==> src/hdl/eitp_pkg.sv <==
`timescale 1ns / 1ps
// eitp_pkg: constants and widths shared by the ethernet/ipv4/tcp header parser
// no dependencies

package eitp_pkg;

  localparam int unsigned CountW     = 7;
  localparam int unsigned TcpHdrLen  = 20;
  localparam int unsigned TcpIdxW    = 5;
  localparam int unsigned OutDataW   = 160;

  localparam logic [CountW-1:0] EthHdrLen    = 7'd14;
  localparam logic [CountW-1:0] MinFrameLen  = 7'd34;
  localparam logic [CountW-1:0] CountMax     = 7'd127;
  localparam logic [CountW-1:0] TcpHdrLenC   = 7'd20;
  localparam logic [CountW-1:0] PosKindHi    = 7'd12;
  localparam logic [CountW-1:0] PosKindLo    = 7'd13;
  localparam logic [CountW-1:0] PosIhl       = 7'd14;
  localparam logic [CountW-1:0] PosProto     = 7'd23;
  localparam logic [15:0]       Ipv4Kind     = 16'h0800;
  localparam logic [7:0]        TcpProto     = 8'd6;

  typedef logic [7:0] byte_t;

endpackage

==> src/hdl/ethernet_ipv4_tcp_header_parser.sv <==
`timescale 1ns / 1ps
// ethernet_ipv4_tcp_header_parser: byte-serial frame parser with tcp header result
// depends on eitp_pkg

// usage
// s_axis carries one frame byte per request, tlast on the final byte of the frame.
// m_axis carries one result per frame, issued for the request that had tlast set;
// tuser is the header valid flag, tdata the tcp header fields (zero when invalid).
// a byte is accepted in any cycle in which s_axis_tvalid and s_axis_tready are both high.
// the result is registered into the result register, or into the skid register while a result waits.
// bytes flow at one byte per cycle while s_axis_tready stays high, with a single state update per byte.
// a two-entry output stage (result register plus skid register) lets bytes keep
// flowing while a result waits; s_axis_tready drops only once both entries hold
// results the receiver has not taken.
// reset (rst, synchronous) clears the byte count, the captured ethertype and
// protocol, sets the tcp offset to 14 and empties the output stage.

module ethernet_ipv4_tcp_header_parser (
  input  logic                          clk,
  input  logic                          rst,
  input  logic                          s_axis_tvalid,
  output logic                          s_axis_tready,
  input  logic [7:0]                    s_axis_tdata,  // data_byte
  input  logic                          s_axis_tlast,  // last_byte
  output logic                          m_axis_tvalid,
  input  logic                          m_axis_tready,
  // source_port, destination_port, sequence_number, acknowledge_number,
  // header_words, flag_bits, rx_window, tcp_checksum, urgent_offset, zero pad
  output logic [eitp_pkg::OutDataW-1:0] m_axis_tdata,
  output logic                          m_axis_tuser   // header_valid
);
  import eitp_pkg::*;

  logic [CountW-1:0] byte_count, byte_count_next;
  logic [15:0]       ether_kind, ether_kind_next;
  byte_t             ip_proto, ip_proto_next;
  logic [CountW-1:0] tcp_start, tcp_start_next;
  byte_t             tcp_bytes [TcpHdrLen];
  byte_t             tcp_bytes_next [TcpHdrLen];

  logic [CountW-1:0] pos, len, tcp_end;
  logic [CountW-1:0] rel;
  logic              in_tcp, accept, res_valid, hdr_ok;
  logic [OutDataW-1:0] res_data;

  logic                sk_valid;
  logic [OutDataW-1:0] sk_data;
  logic                sk_user;

  assign accept = s_axis_tvalid && s_axis_tready;
  assign s_axis_tready = !sk_valid;
  assign pos = byte_count;

  always_comb begin
    ether_kind_next = ether_kind;
    ip_proto_next   = ip_proto;
    tcp_start_next  = tcp_start;
    if (pos == PosKindHi) begin
      ether_kind_next = {s_axis_tdata, ether_kind[7:0]};
    end else if (pos == PosKindLo) begin
      ether_kind_next = {ether_kind[15:8], s_axis_tdata};
    end else if (pos == PosProto) begin
      ip_proto_next = s_axis_tdata;
    end
    if (pos == PosIhl) begin
      tcp_start_next = EthHdrLen + {1'b0, s_axis_tdata[3:0], 2'b00};
    end
  end

  assign tcp_end = tcp_start_next + TcpHdrLenC;
  assign in_tcp  = (pos >= tcp_start_next) && (pos < tcp_end);
  assign rel     = pos - tcp_start_next;

  always_comb begin
    for (int i = 0; i < TcpHdrLen; i++) begin
      tcp_bytes_next[i] = tcp_bytes[i];
    end
    if (in_tcp) begin
      tcp_bytes_next[rel[TcpIdxW-1:0]] = s_axis_tdata;
    end
  end

  assign len = (byte_count < CountMax) ? byte_count + 7'd1 : CountMax;

  always_comb begin
    byte_count_next = len;
    if (s_axis_tlast) begin
      byte_count_next = '0;
    end
  end

  assign res_valid = accept && s_axis_tlast;
  assign hdr_ok = (len >= MinFrameLen) && (ether_kind_next == Ipv4Kind) &&
                  (ip_proto_next == TcpProto) && (len >= tcp_end);

  always_comb begin
    res_data = '0;
    if (hdr_ok) begin
      res_data = {4'b0000,
                  tcp_bytes_next[18], tcp_bytes_next[19],
                  tcp_bytes_next[16], tcp_bytes_next[17],
                  tcp_bytes_next[14], tcp_bytes_next[15],
                  tcp_bytes_next[13],
                  tcp_bytes_next[12][7:4],
                  tcp_bytes_next[8], tcp_bytes_next[9],
                  tcp_bytes_next[10], tcp_bytes_next[11],
                  tcp_bytes_next[4], tcp_bytes_next[5],
                  tcp_bytes_next[6], tcp_bytes_next[7],
                  tcp_bytes_next[2], tcp_bytes_next[3],
                  tcp_bytes_next[0], tcp_bytes_next[1]};
    end
  end

  // parser state
  always_ff @(posedge clk) begin
    if (rst) begin
      byte_count <= '0;
      ether_kind <= '0;
      ip_proto   <= '0;
      tcp_start  <= EthHdrLen;
    end else if (accept) begin
      byte_count <= byte_count_next;
      ether_kind <= ether_kind_next;
      ip_proto   <= ip_proto_next;
      tcp_start  <= s_axis_tlast ? EthHdrLen : tcp_start_next;
    end
  end

  always_ff @(posedge clk) begin
    if (accept) begin
      for (int i = 0; i < TcpHdrLen; i++) begin
        tcp_bytes[i] <= tcp_bytes_next[i];
      end
    end
  end

  // result register and skid register
  always_ff @(posedge clk) begin
    if (rst) begin
      m_axis_tvalid <= 1'b0;
      sk_valid      <= 1'b0;
    end else if (m_axis_tvalid && !m_axis_tready) begin
      if (res_valid) begin
        sk_valid <= 1'b1;
      end
    end else if (sk_valid) begin
      m_axis_tvalid <= 1'b1;
      sk_valid      <= res_valid;
    end else begin
      m_axis_tvalid <= res_valid;
    end
  end

  always_ff @(posedge clk) begin
    if (m_axis_tvalid && !m_axis_tready) begin
      if (res_valid) begin
        sk_data <= res_data;
        sk_user <= hdr_ok;
      end
    end else if (sk_valid) begin
      m_axis_tdata <= sk_data;
      m_axis_tuser <= sk_user;
      sk_data      <= res_data;
      sk_user      <= hdr_ok;
    end else begin
      m_axis_tdata <= res_data;
      m_axis_tuser <= hdr_ok;
    end
  end

  // checks
  a_skid_behind_out: assert property (@(posedge clk) disable iff (rst)
    sk_valid |-> m_axis_tvalid)
    else $error("skid entry held without a result in the output register");

  a_invalid_zero: assert property (@(posedge clk) disable iff (rst)
    (m_axis_tvalid && !m_axis_tuser) |-> (m_axis_tdata == '0))
    else $error("invalid result carries nonzero fields");

  a_frame_restart: assert property (@(posedge clk) disable iff (rst)
    (accept && s_axis_tlast) |=> (byte_count == '0 && tcp_start == EthHdrLen))
    else $error("parser state not restarted after last byte");

  a_tcp_start_range: assert property (@(posedge clk) disable iff (rst)
    (tcp_start >= EthHdrLen) && (tcp_start <= 7'd74))
    else $error("tcp offset out of range");

  a_result_on_last: assert property (@(posedge clk) disable iff (rst)
    (!sk_valid && !m_axis_tvalid && !(accept && s_axis_tlast)) |=> !m_axis_tvalid)
    else $error("result issued without a last byte");

endmodule

==> config.mk <==
export PLATFORM = sky130hd
export DESIGN_NAME = ethernet_ipv4_tcp_header_parser
export DESIGN_NICKNAME = d
export VERILOG_FILES = /design/src/hdl/eitp_pkg.sv /design/src/hdl/ethernet_ipv4_tcp_header_parser.sv
export SDC_FILE = /design/constraint.sdc
export NUM_CORES = 1
export LEC_CHECK = 0
export BUFFER_PORTS_ARGS = -buffer_cell sky130_fd_sc_hd__buf_4
export CORE_AREA = 2 2 242 244
export DETAILED_ROUTE_END_ITERATION = 8
export DIE_AREA = 0 0 244 246
export MAX_ROUTING_LAYER = met4
export SETUP_SLACK_MARGIN = 0.1
export SYNTH_ARGS = -nofsm -noshare
export SYNTH_HDL_FRONTEND = slang
export SYNTH_SLANG_ARGS = --single-unit
==> constraint.sdc <==
create_clock -name clk -period 13.92 [get_ports clk]
set_input_delay 1.392 -clock clk [delete_from_list [all_inputs] [get_ports clk]]
set_output_delay 1.392 -clock clk [all_outputs]
set_load 0.01 [all_outputs]
==> results of run 1 <==
-- state kept, by name, indices dropped and copies added (netlist names) --
| signal | cells |
|---|---|
| byte_count | 7 |
| tcp_start | 7 |
| tcp_bytes | 156 |
| sk_data | 156 |
| sk_valid | 1 |
| m_axis_tuser | 1 |
| ether_kind | 16 |
| sk_user | 1 |
| ip_proto | 8 |
| m_axis_tdata | 156 |
| m_axis_tvalid | 1 |
-- worst max path at each step --
| stage | slack [ns] | end | depth (start not counted) |
|---|---|---|---|
| finish | 8.25 | sk_data[15]$_DFFE_PP_ | 14 |
| global route | 7.84 | m_axis_tdata[67]$_DFFE_PN_ | 14 |
| CTS | 8.21 | sk_data[7]$_DFFE_PP_ | 14 |
| detailed placement | 7.56 | sk_data[112]$_DFFE_PP_ | 14 |
| global placement | 7.61 | sk_data[15]$_DFFE_PP_ | 14 |
| floorplan | 4.67 | sk_data[0]$_DFFE_PP_ | 2 |
-- report_power, final --
| part | switching (uW) | internal [uW] | leakage, uW |
|---|---|---|---|
| clock | 588 | 831 | 0.000859 |
| sequential | 19.0 | 1720 | 0.00479 |
| combinational | 90.0 | 41.5 | 0.00380 |
-- layer usage --
metal  vias to the layer above  share of wire
met5                         -              0
met4                         0          0.016
met3                        49          0.041
met2                       265           0.48
met1                      6352           0.46
li1                       6202              -
-- cells by family (layout without fill, tap and decap cells) --
family	Yosys count	in the layout	share of synthesized area
XOR/XNOR	10	10	0.00405
adder cells (fa/ha/maj)	23	23	0.0135
multiplexers	180	180	0.0834
buffers and inverters	270	449	0.0492
AND/OR/NAND/NOR	484	484	0.103
AO/OA/AOI/OAI	223	223	0.0570
other	1	4	0.000173
flip-flops	510	510	0.689
-- cell type report --
cell class,instances,area share
clock buffers,73,0.0578
clock inverters,27,0.0113
inverters,170,0.0254
multi-input cells,924,0.225
flip-flops and latches,510,0.589
well taps,765,0.0378
repair buffers,179,0.0531
-- cell usage in the layout, fill, tap and decap left out, types with 3 or more instances in the layout --
cell	synthesis	final
nor2b_1	6	6
nor3_1	11	11
nand4_1	4	4
clkinv_2	0	10
clkbuf_8	0	4
xor2_1	4	4
mux2i_1	178	178
clkinv_1	0	8
nor2_1	208	208
nor3b_1	3	3
a22oi_1	7	7
nand2_1	185	184
inv_1	170	169
clkbuf_1	77	15
buf_4	8	179
nor4_1	3	3
bufinv_16	0	5
o21ai_1	36	36
xnor2_1	6	6
a21o_1	4	3
ha_1	21	21
nand3_1	12	11
a21oi_1	19	19
o21ai_0	134	134
nand2b_1	13	12
or3_1	8	8
conb_1	1	4
clkbuf_16	0	54
edfxtp_1	470	470
nor3_4	13	13
dfxtp_1	40	39
inv_6	0	4
-- metrics by stage --
step	setup slack [ns]	instances	hold slack (ns)	instance area (um^2)	total power (uW)
after global placement	7.61	2548	0.421	23600	1900
final	8.25	2648	0.435	25300	3290
after CTS	8.21	2648	0.446	25300	3330
after floorplan	4.67	1704	0.406	21600	1840
after detailed placement	7.56	2548	0.429	23600	1910
after global routing	7.84	2648	0.466	25300	3400
==> key figures, run 1 <==
Clock network
  • CTS HTree Levels: 2
  • CTS clk-pin slew, worst paths: 0.06 ns
  • Clock sinks: 510
  • Post-CTS Resized: 0
  • CTS buffer count: 54
  • TritonCTS clock tree: built
  • CTS Buffer Depth: 3
  • Hold Buf Count CTS: 0
  • Postcts setup bufs: 0
  • Clock Latency Late Sink: 0.60 ns
  • Clock root buffer master: clkbuf_16

STA
  • RSZ-0062 raised after global routing: no
  • Slew at the pin closest to its max-slew limit: 1.17 ns
  • Final setup vio count: 0
  • Crit path time final: 5.67 ns
  • Hold violation total from the final report: 0
  • FMAX: 0.176 GHz
  • Slew HR: 0.216
  • Setup Skew: 0.0332 ns
  • TNS Setup: 0 ns
  • Slew Viols, Final: 0
  • Fin crit share: 0.407

Critical path
  • CP peak stage delay: 0.88 ns
  • Critical Path AT: 5.98 ns
  • Buf/Inv on CP: 3
  • Most used cell along the critical path: ha_1
  • Kind of critical path: input pin to flop
  • R2R cell count: 17
  • Crit Path Max Fanout: 81
  • CP Launch Type: input pin
  • Crit-path slowest cell: buf_4
  • Family with the most delay on the worst path: buffers and inverters
  • Reg2Reg Launch Point: byte_count[0]$_SDFFE_PP0P_
  • Critical path required time: 14.23 ns
  • Crit-path cells: buf_4 > inv_1 > ha_1 > o21ai_0 > ha_1 > xnor2_1 > ha_1 > a21oi_1 > nand2_1 > maj3_1 > a21o_1 > nand2_4 > buf_4 > nor2_1
  • Critical path startpoint: s_axis_tdata[0]
  • Crit end category: flop
  • Critical R2R Capture: sk_data[15]$_DFFE_PP_
  • R2r setup slk: 8.34 ns

Logic synthesis
  • EDFF count, synth: 470
  • Top FF cell, synth: edfxtp_1
  • Ranking of synthesized cells by area: edfxtp_1, mux2i_1, dfxtp_1, nor2_1, nand2_1
  • Synth warn: 0
  • Most frequent cell after synthesis: edfxtp_1
  • Yosys cell types: 67
  • Synthesized cell area: 21600 um^2
  • Synth area leader: edfxtp_1
  • Top cell type's share of synthesized area: 0.652
  • Sequential area share after synthesis: 0.689
  • Synthesized area per cell: 12.7 um^2
  • Synth top cells by count: edfxtp_1, nor2_1, nand2_1
  • Post-synthesis cell count: 1701
  • Seq cells post-synth: 510
  • Asr flop ratio synth: 0

GRT
  • GRT busiest layer: met2
  • Vias in the first global route: 12971
  • M1 GR Usage: 0.229
  • Grt total ovfl: 0
  • Met2 usage: 0.283
  • All-Layer GR Usage: 0.173
  • Largest net degree at the start of global routing: 86
  • Initial antenna violation count: 0
  • GR Util met3: 0.0236
  • First-pass GRT wire length: 77400 um

Finish
  • Share of post-route cells with drive strength above 1: 0.151
  • Layout area overhead: 17.0%
  • Util after Layout: 0.441
  • Register area: 14900 um^2
  • Nets: 1874
  • Fillers: 5276
  • Footprint of the multi-input gates: 5700 um^2
  • Antenna cells: 0

Run status
  • Outcome: completed

Drt
  • Pre-antenna DRT Iters: 5
  • Residual DRC: 0
  • Routed vias/inst: 4.86
  • Via count: 12868
  • WL/cell: 19.1 um
  • Post-route ant nets: 0
  • Initial DRC count: 924
  • Total routed wirelength: 50700 um

Floorplanning
  • Die H: 246 um
  • Core area: 57400 um^2
  • Initial Util: 0.377
  • Die X: 244 um
  • Row count: 88
  • Ports: 176
  • Die area: 60000 um^2

Power
  • Peak VDD IR: 88.6 uV
  • Pleak: 0.00945 uW
  • Pwr/cell area: 130 nW/um^2

Min path
  • Hold Path Class: flop to flop
  • Hold EP: tcp_start[1]$_SDFFE_PP1P_
  • Hold Path Depth: 1
  • Critical hold path startpoint: tcp_start[1]$_SDFFE_PP1P_

Place
  • RD Place Congestion: 0.848
  • I/O Buffers: 171
  • DP Wirelength: 28500 um

Run
  • Max cap viols: 0
(Power assumes the default switching activity.)
==> inputs of run 2 (changes only) <==
--- a/config.mk
+++ b/config.mk
@@ -5,10 +5,11 @@
 export SDC_FILE = /design/constraint.sdc
 export NUM_CORES = 1
 export LEC_CHECK = 0
+export ABC_AREA = 1
 export BUFFER_PORTS_ARGS = -buffer_cell sky130_fd_sc_hd__buf_4
-export CORE_AREA = 2 2 242 244
+export CORE_AREA = 2 2 260 262
 export DETAILED_ROUTE_END_ITERATION = 8
-export DIE_AREA = 0 0 244 246
+export DIE_AREA = 0 0 262 264
 export MAX_ROUTING_LAYER = met4
 export SETUP_SLACK_MARGIN = 0.1
 export SYNTH_ARGS = -nofsm -noshare
==> constraint.sdc (replaced) <==
create_clock -name clk -period 4.88 [get_ports clk]
set_input_delay 0.488 -clock clk [delete_from_list [all_inputs] [get_ports clk]]
set_output_delay 0.488 -clock clk [all_outputs]
set_load 0.01 [all_outputs]
==> run 2 against run 1 <==
- clock power grew to 3.0 times the previous value
- first-iteration DRC count grew 84%
- register-to-register slack lost 7.5 ns
- largest cell class unchanged
- largest power group unchanged
==> key figures, run 2 <==
Critical path
  • Critical path required time: 5.35 ns
  • CP peak stage delay: 0.46 ns
  • Crit-path slowest cell: nand2_1
  • Crit-path cells: inv_1 > ha_1 > nand3_2 > nor2_8 > nand2_2 > nand2_2 > inv_1 > ha_1 > a21oi_1 > nand3_1 > nand2_1 > nand2_1 > nor2_1 > nand2_1 > o21ai_0 > nand3_1 > nand2_1 > nand3_1 > nand2_1
  • Most used cell along the critical path: nand2_1
  • Crit end category: flop
  • R2R cell count: 19
  • Buf/Inv on CP: 2
  • CP Launch Type: flop
  • Crit Path Max Fanout: 16
  • WP depth: 19
  • Critical Path AT: 4.54 ns
  • Kind of critical path: flop to flop
  • Family with the most delay on the worst path: simple AND/OR/NAND/NOR gates

Drt
  • Total routed wirelength: 66400 um
  • WL/cell: 17.4 um
  • Pre-antenna DRT Iters: 5
  • Post-route ant nets: 0
  • Routed vias/inst: 4.98
  • Via count: 19011
  • Initial DRC count: 1703
  • Residual DRC: 0

Logic synthesis
  • Synth top cells by count: nand2_1, edfxtp_1, nand3_1
  • Synth warn: 0
  • Top cell type's share of synthesized area: 0.566
  • Top FF cell, synth: edfxtp_1
  • Most frequent cell after synthesis: nand2_1
  • Synth area leader: edfxtp_1
  • Post-synthesis cell count: 2813
  • Ranking of synthesized cells by area: edfxtp_1, nand2_1, nand3_1, inv_1, dfxtp_1
  • Asr flop ratio synth: 0
  • Sequential area share after synthesis: 0.598
  • Synthesized area per cell: 8.86 um^2
  • Synthesized cell area: 24900 um^2
  • Seq cells post-synth: 510
  • Yosys cell types: 40
  • EDFF count, synth: 470

Clock network
  • Hold Buf Count CTS: 0
  • CTS clk-pin slew, worst paths: 0.06 ns
  • TritonCTS clock tree: built
  • CTS buffer count: 54
  • Postcts setup bufs: 0
  • CTS HTree Levels: 2
  • Post-CTS Resized: 0
  • CTS Buffer Depth: 3
  • Clock Latency Late Sink: 0.62 ns
  • Clock sinks: 510
  • Clock root buffer master: clkbuf_16

Power
  • Peak VDD IR: 231 uV
  • Pwr/cell area: 339 nW/um^2
  • Pleak: 0.0141 uW

Finish
  • Most common cell after layout, fill and taps aside: nand2_1
  • Layout area overhead: 14.8%
  • Fillers: 6406
  • Most frequent cells in the layout: nand2_1, edfxtp_1, nand3_1
  • Nets: 2932
  • Share of post-route cells with drive strength above 1: 0.112
  • Biggest registers after layout: m_axis_tdata x156, sk_data x156, tcp_bytes x156
  • Antenna cells: 0

GRT
  • Initial antenna violation count: 0
  • Largest net degree at the start of global routing: 166
  • All-Layer GR Usage: 0.196
  • First-pass GRT wire length: 103000 um
  • Vias in the first global route: 17617
  • Grt total ovfl: 0

STA
  • RSZ-0062 raised after global routing: no
  • Slew Viols, Final: 0
  • Hold violation total from the final report: 0
  • TNS Setup: 0 ns
  • Crit path time final: 4.07 ns
  • Slew HR: 0.240
  • Hold slack: 0.199 ns
  • Setup Skew: 0.0170 ns
  • FMAX: 0.246 GHz
  • Slew at the pin closest to its max-slew limit: 1.14 ns
  • Fin crit share: 0.833
  • Final setup vio count: 0

Min path
  • Hold Path Class: input pin to flop
  • Hold Path Depth: 3

Floorplanning
  • Die area: 69200 um^2
  • Die H: 264 um
  • Die X: 262 um
  • Initial Util: 0.375
  • Core area: 66600 um^2
  • Ports: 176
  • Row count: 95

Place
  • RD Place Congestion: 0.848
  • I/O Buffers: 171
  • DP Wirelength: 37300 um

Run status
  • Outcome: completed

Run
  • Max cap viols: 0
[run 2: tightest hold or removal path: cells and delay by family]
| family | cells | cell delay [ns] |
|---|---|---|
| AO/OA/AOI/OAI | 2 | 0.19 |
| buffers and inverters | 1 | 0.09 |
[run 2: metrics by stage]
step	instance area, um^2	total power (uW)	setup WS, ns	utilization	instances
finish	28600	9700	0.815	0.430	3816
global route	28600	10000	0.361	0.430	3816
CTS	28600	9800	0.827	0.430	3816
detailed placement	26800	5590	0.851	0.403	3714
global placement	26800	5580	0.876	0.403	3714
floorplan	25000	5380	-10.11	-	2816
[run 2: area by class of cell]
type / count / area, um^2 / share of cell area
well taps: 873 / 1090 / 0.0382
inverters: 241 / 926 / 0.0324
clock inverters: 35 / 342 / 0.0119
flip-flops and latches: 510 / 14900 / 0.521
clock buffers: 67 / 1450 / 0.0507
multi-input cells: 1887 / 8280 / 0.289
repair buffers: 203 / 1610 / 0.0563
[run 2: power by group]
group | switching, uW | internal [uW] | total, uW
logic | 375 | 160 | 536
clock network | 1760 | 2430 | 4200
registers | 64.8 | 4900 | 4960
total | 2200 | 7490 | 9700
[run 2: path summary, 6_finish.rpt]
check / start / endpoint / slack, ns
worst min register to register: tcp_start[1]$_SDFFE_PP1P_ / tcp_start[1]$_SDFFE_PP1P_ / 0.45
worst max register to register: byte_count[0]$_SDFFE_PP0P_ / m_axis_tdata[125]$_DFFE_PN_ / 0.81
worst max-delay path: byte_count[0]$_SDFFE_PP0P_ / m_axis_tdata[125]$_DFFE_PN_ / 0.81
worst min-delay path: s_axis_tvalid / m_axis_tvalid$_SDFFE_PP0N_ / 0.20
[run 2: logic make-up after synthesis]
logic type | Yosys count | synth area share
other | 1 | 0.000150
adders and majority gates | 22 | 0.0113
AOI/OAI and AO/OA | 148 | 0.0311
buffers and inverters | 419 | 0.0740
xor gates and xnor gates | 6 | 0.00211
DFF | 510 | 0.598
and+or+nand+nor | 1707 | 0.283
[run 2: routing by layer]
metal | up-vias | share of wire | GRT usage
met3 | 76 | 0.053 | 0.0226
met1 | 9012 | 0.46 | 0.275
met2 | 542 | 0.46 | 0.304
met4 | 0 | 0.018 | 0.0440
li1 | 9381 | - | -
met5 | - | 0 | -
==> inputs of run 3 (changes only) <==
==> constraint.sdc (replaced) <==
create_clock -name clk -period 3.95 [get_ports clk]
set_input_delay 0.395 -clock clk [delete_from_list [all_inputs] [get_ports clk]]
set_output_delay 0.395 -clock clk [all_outputs]
set_load 0.01 [all_outputs]
==> run 3 against run 2 <==
- maximum frequency grew 13%
- highest routed layer unchanged
- clock-buffer cell count rose by 7
- clock power up 28%
- first-iteration DRC count is 12% higher
- largest cell class unchanged
==> key figures, run 3 (synthesized netlist as in run 2, its figures left out) <==
Run status
  • Outcome: completed

Drt
  • Initial DRC count: 1899
  • Residual DRC: 0
  • Post-route ant nets: 0
  • WL/cell: 17.8 um
  • Pre-antenna DRT Iters: 5
  • Via count: 19308
  • Total routed wirelength: 68400 um
  • Routed vias/inst: 5.01

Critical path
  • Setup crit end: m_axis_tdata[31]$_DFFE_PN_
  • R2R cell count: 20
  • Most used cell along the critical path: nand2_1
  • Crit-path slowest cell: ha_2
  • Critical path required time: 4.31 ns
  • WP depth: 20
  • Critical path startpoint: byte_count[0]$_SDFFE_PP0P_
  • CP peak stage delay: 0.41 ns
  • CP Launch Type: flop
  • R2r setup slk: 0.35 ns
  • Critical R2R Capture: m_axis_tdata[31]$_DFFE_PN_
  • Crit Path Max Fanout: 60
  • Crit-path cells: inv_2 > ha_2 > nand3_4 > clkinv_1 > nand2_2 > nand2_1 > o21ai_4 > ha_2 > inv_1 > nor3_1 > nand2_1 > o2111ai_1 > nand2_1 > bufinv_16 > nand2_8 > buf_16 > nand2_1 > nand2_1 > nand3_1 > nand2_1
  • Family with the most delay on the worst path: simple AND/OR/NAND/NOR gates
  • Critical Path AT: 3.96 ns
  • Reg2Reg Launch Point: byte_count[0]$_SDFFE_PP0P_
  • Crit end category: flop
  • Kind of critical path: flop to flop
  • Buf/Inv on CP: 5

Power
  • Seq pwr share: 0.504
  • Switching pwr: 2820 uW
  • Int Power: 9360 uW
  • Pwr/cell area: 416 nW/um^2
  • Peak VDD IR: 319 uV
  • Logic pwr share: 0.056
  • Net Sw Frac: 0.231
  • Pwr Total: 12200 uW
  • Clock group share of total power: 0.440
  • Pleak: 0.0144 uW

GRT
  • Initial antenna violation count: 1
  • First-pass GRT wire length: 103000 um
  • Grt total ovfl: 0
  • Vias in the first global route: 17683
  • All-Layer GR Usage: 0.196
  • Largest net degree at the start of global routing: 181

STA
  • Crit path time final: 3.60 ns
  • Slew Viols, Final: 0
  • Hold slack: 0.198 ns
  • Final setup vio count: 0
  • Fin crit share: 0.911
  • Slew HR: 0.0915
  • Setup Skew: 0.0351 ns
  • FMAX: 0.278 GHz
  • Hold violation total from the final report: 0
  • RSZ-0062 raised after global routing: no
  • Slew at the pin closest to its max-slew limit: 1.36 ns

Place
  • RD Place Congestion: 0.892
  • Post-DP Area: 27100 um^2
  • I/O Buffers: 171
  • DP Wirelength: 38700 um

Min path
  • Hold Path Class: input pin to flop

Clock network
  • CTS clk-pin slew, worst paths: 0.07 ns
  • TritonCTS clock tree: built
  • CTS Buffer Depth: 3
  • Clock sinks: 510
  • Clock root buffer master: clkbuf_16
  • CTS buffer count: 55
  • CTS HTree Levels: 2
  • Hold Buf Count CTS: 0
  • Clock Latency Late Sink: 0.63 ns

Finish
  • Layout area overhead: 17.5%
  • Most common cell after layout, fill and taps aside: nand2_1
  • Share of post-route cells with drive strength above 1: 0.133
  • Util after Layout: 0.440
  • Biggest registers after layout: m_axis_tdata x156, sk_data x156, tcp_bytes x156
  • Most frequent cells in the layout: nand2_1, edfxtp_1, nand3_1
  • Design area: 29300 um^2
  • Nets: 2966
  • Antenna cells: 0

Floorplanning
  • Die area: 69200 um^2
  • Row count: 95
  • Core area: 66600 um^2
  • Die H: 264 um
  • Die X: 262 um
  • Ports: 176
  • Initial Util: 0.375

Run
  • Max cap viols: 0
## run 3: cell types whose count changed in the layout (fill, tap and decap cells not counted), sizes merged
cell      before  now
buf          203  234
clkbuf        67   76
clkinv        25   17
clkinvlp       4    5
inv          241  243
## run 3: worst reg2reg max path, stage by stage, from the launching register on
cell       delay (ns)
dfxtp_2          0.35
inv_2            0.09
ha_2             0.20
nand3_4          0.12
clkinv_1         0.11
nand2_2          0.10
nand2_1          0.12
o21ai_4          0.10
ha_2             0.41
inv_1            0.10
nor3_1           0.17
nand2_1          0.08
o2111ai_1        0.10
nand2_1          0.11
bufinv_16        0.33
nand2_8          0.16
buf_16           0.24
nand2_1          0.12
nand2_1          0.15
nand3_1          0.13
nand2_1          0.07
## run 3: final cells by class
type / instances / area, um^2
Clock buffer: 74 / 1540
Clock inverter: 30 / 337
Fill cell: 6447 / 37300
Inverter: 241 / 947
Multi-Input combinational cell: 1887 / 8390
Sequential cell: 510 / 14900
Tap cell: 873 / 1090
Timing Repair Buffer: 236 / 2060
## run 3: what timing repair did
| item | CTS | global route |
|---|---|---|
| endpoints found under the setup margin | 102 | 457 |
| buffers inserted | 0 | 6 |
| gates cloned | 0 | 3 |
| resized for setup | 3 | 43 |
| pin swaps | 0 | 8 |
## run 3: how the worst min path moves through the flow
stage	cells after the start	to	start
3_5_place_dp	2	tcp_start[0]$_SDFFE_PP0P_	tcp_start[0]$_SDFFE_PP0P_
4_1_cts	3	sk_valid$_SDFFE_PP0P_	s_axis_tvalid
6_report	3	sk_valid$_SDFFE_PP0P_	s_axis_tvalid
5_1_grt	3	sk_valid$_SDFFE_PP0P_	s_axis_tvalid
2_1_floorplan	2	tcp_start[0]$_SDFFE_PP0P_	tcp_start[0]$_SDFFE_PP0P_
3_3_place_gp	2	tcp_start[0]$_SDFFE_PP0P_	tcp_start[0]$_SDFFE_PP0P_
## run 3: power groups by stage
stage                     clock [uW]  combinational [uW]  sequential, uW
final                           5360                 684            6130
after global routing            5690                 761            6150
after CTS                       5490                 682            6130
after detailed placement           0                 679            6240
after global placement             0                 672            6240
after floorplan                    0                 366            6280
## run 3: metrics by stage
stage                     TNS [ns]  setup WS [ns]  std cells
after CTS                        0         0.0607       3842
after floorplan           -1720.40         -10.96       2816
after global routing             0         0.0965       3851
after detailed placement         0        0.00748       3738
final                            0          0.353       3851
after global placement           0        0.00973       3738
## run 3: routing by layer
metal / share of wire / GRT usage / vias to the layer above / wire [um]
met4: 0.030 / 0.0612 / 0 / 2040
li1: - / - / 9459 / -
met2: 0.45 / 0.290 / 657 / 30500
met5: 0 / - / - / 0
met3: 0.065 / 0.0271 / 121 / 4430
met1: 0.46 / 0.278 / 9071 / 31500
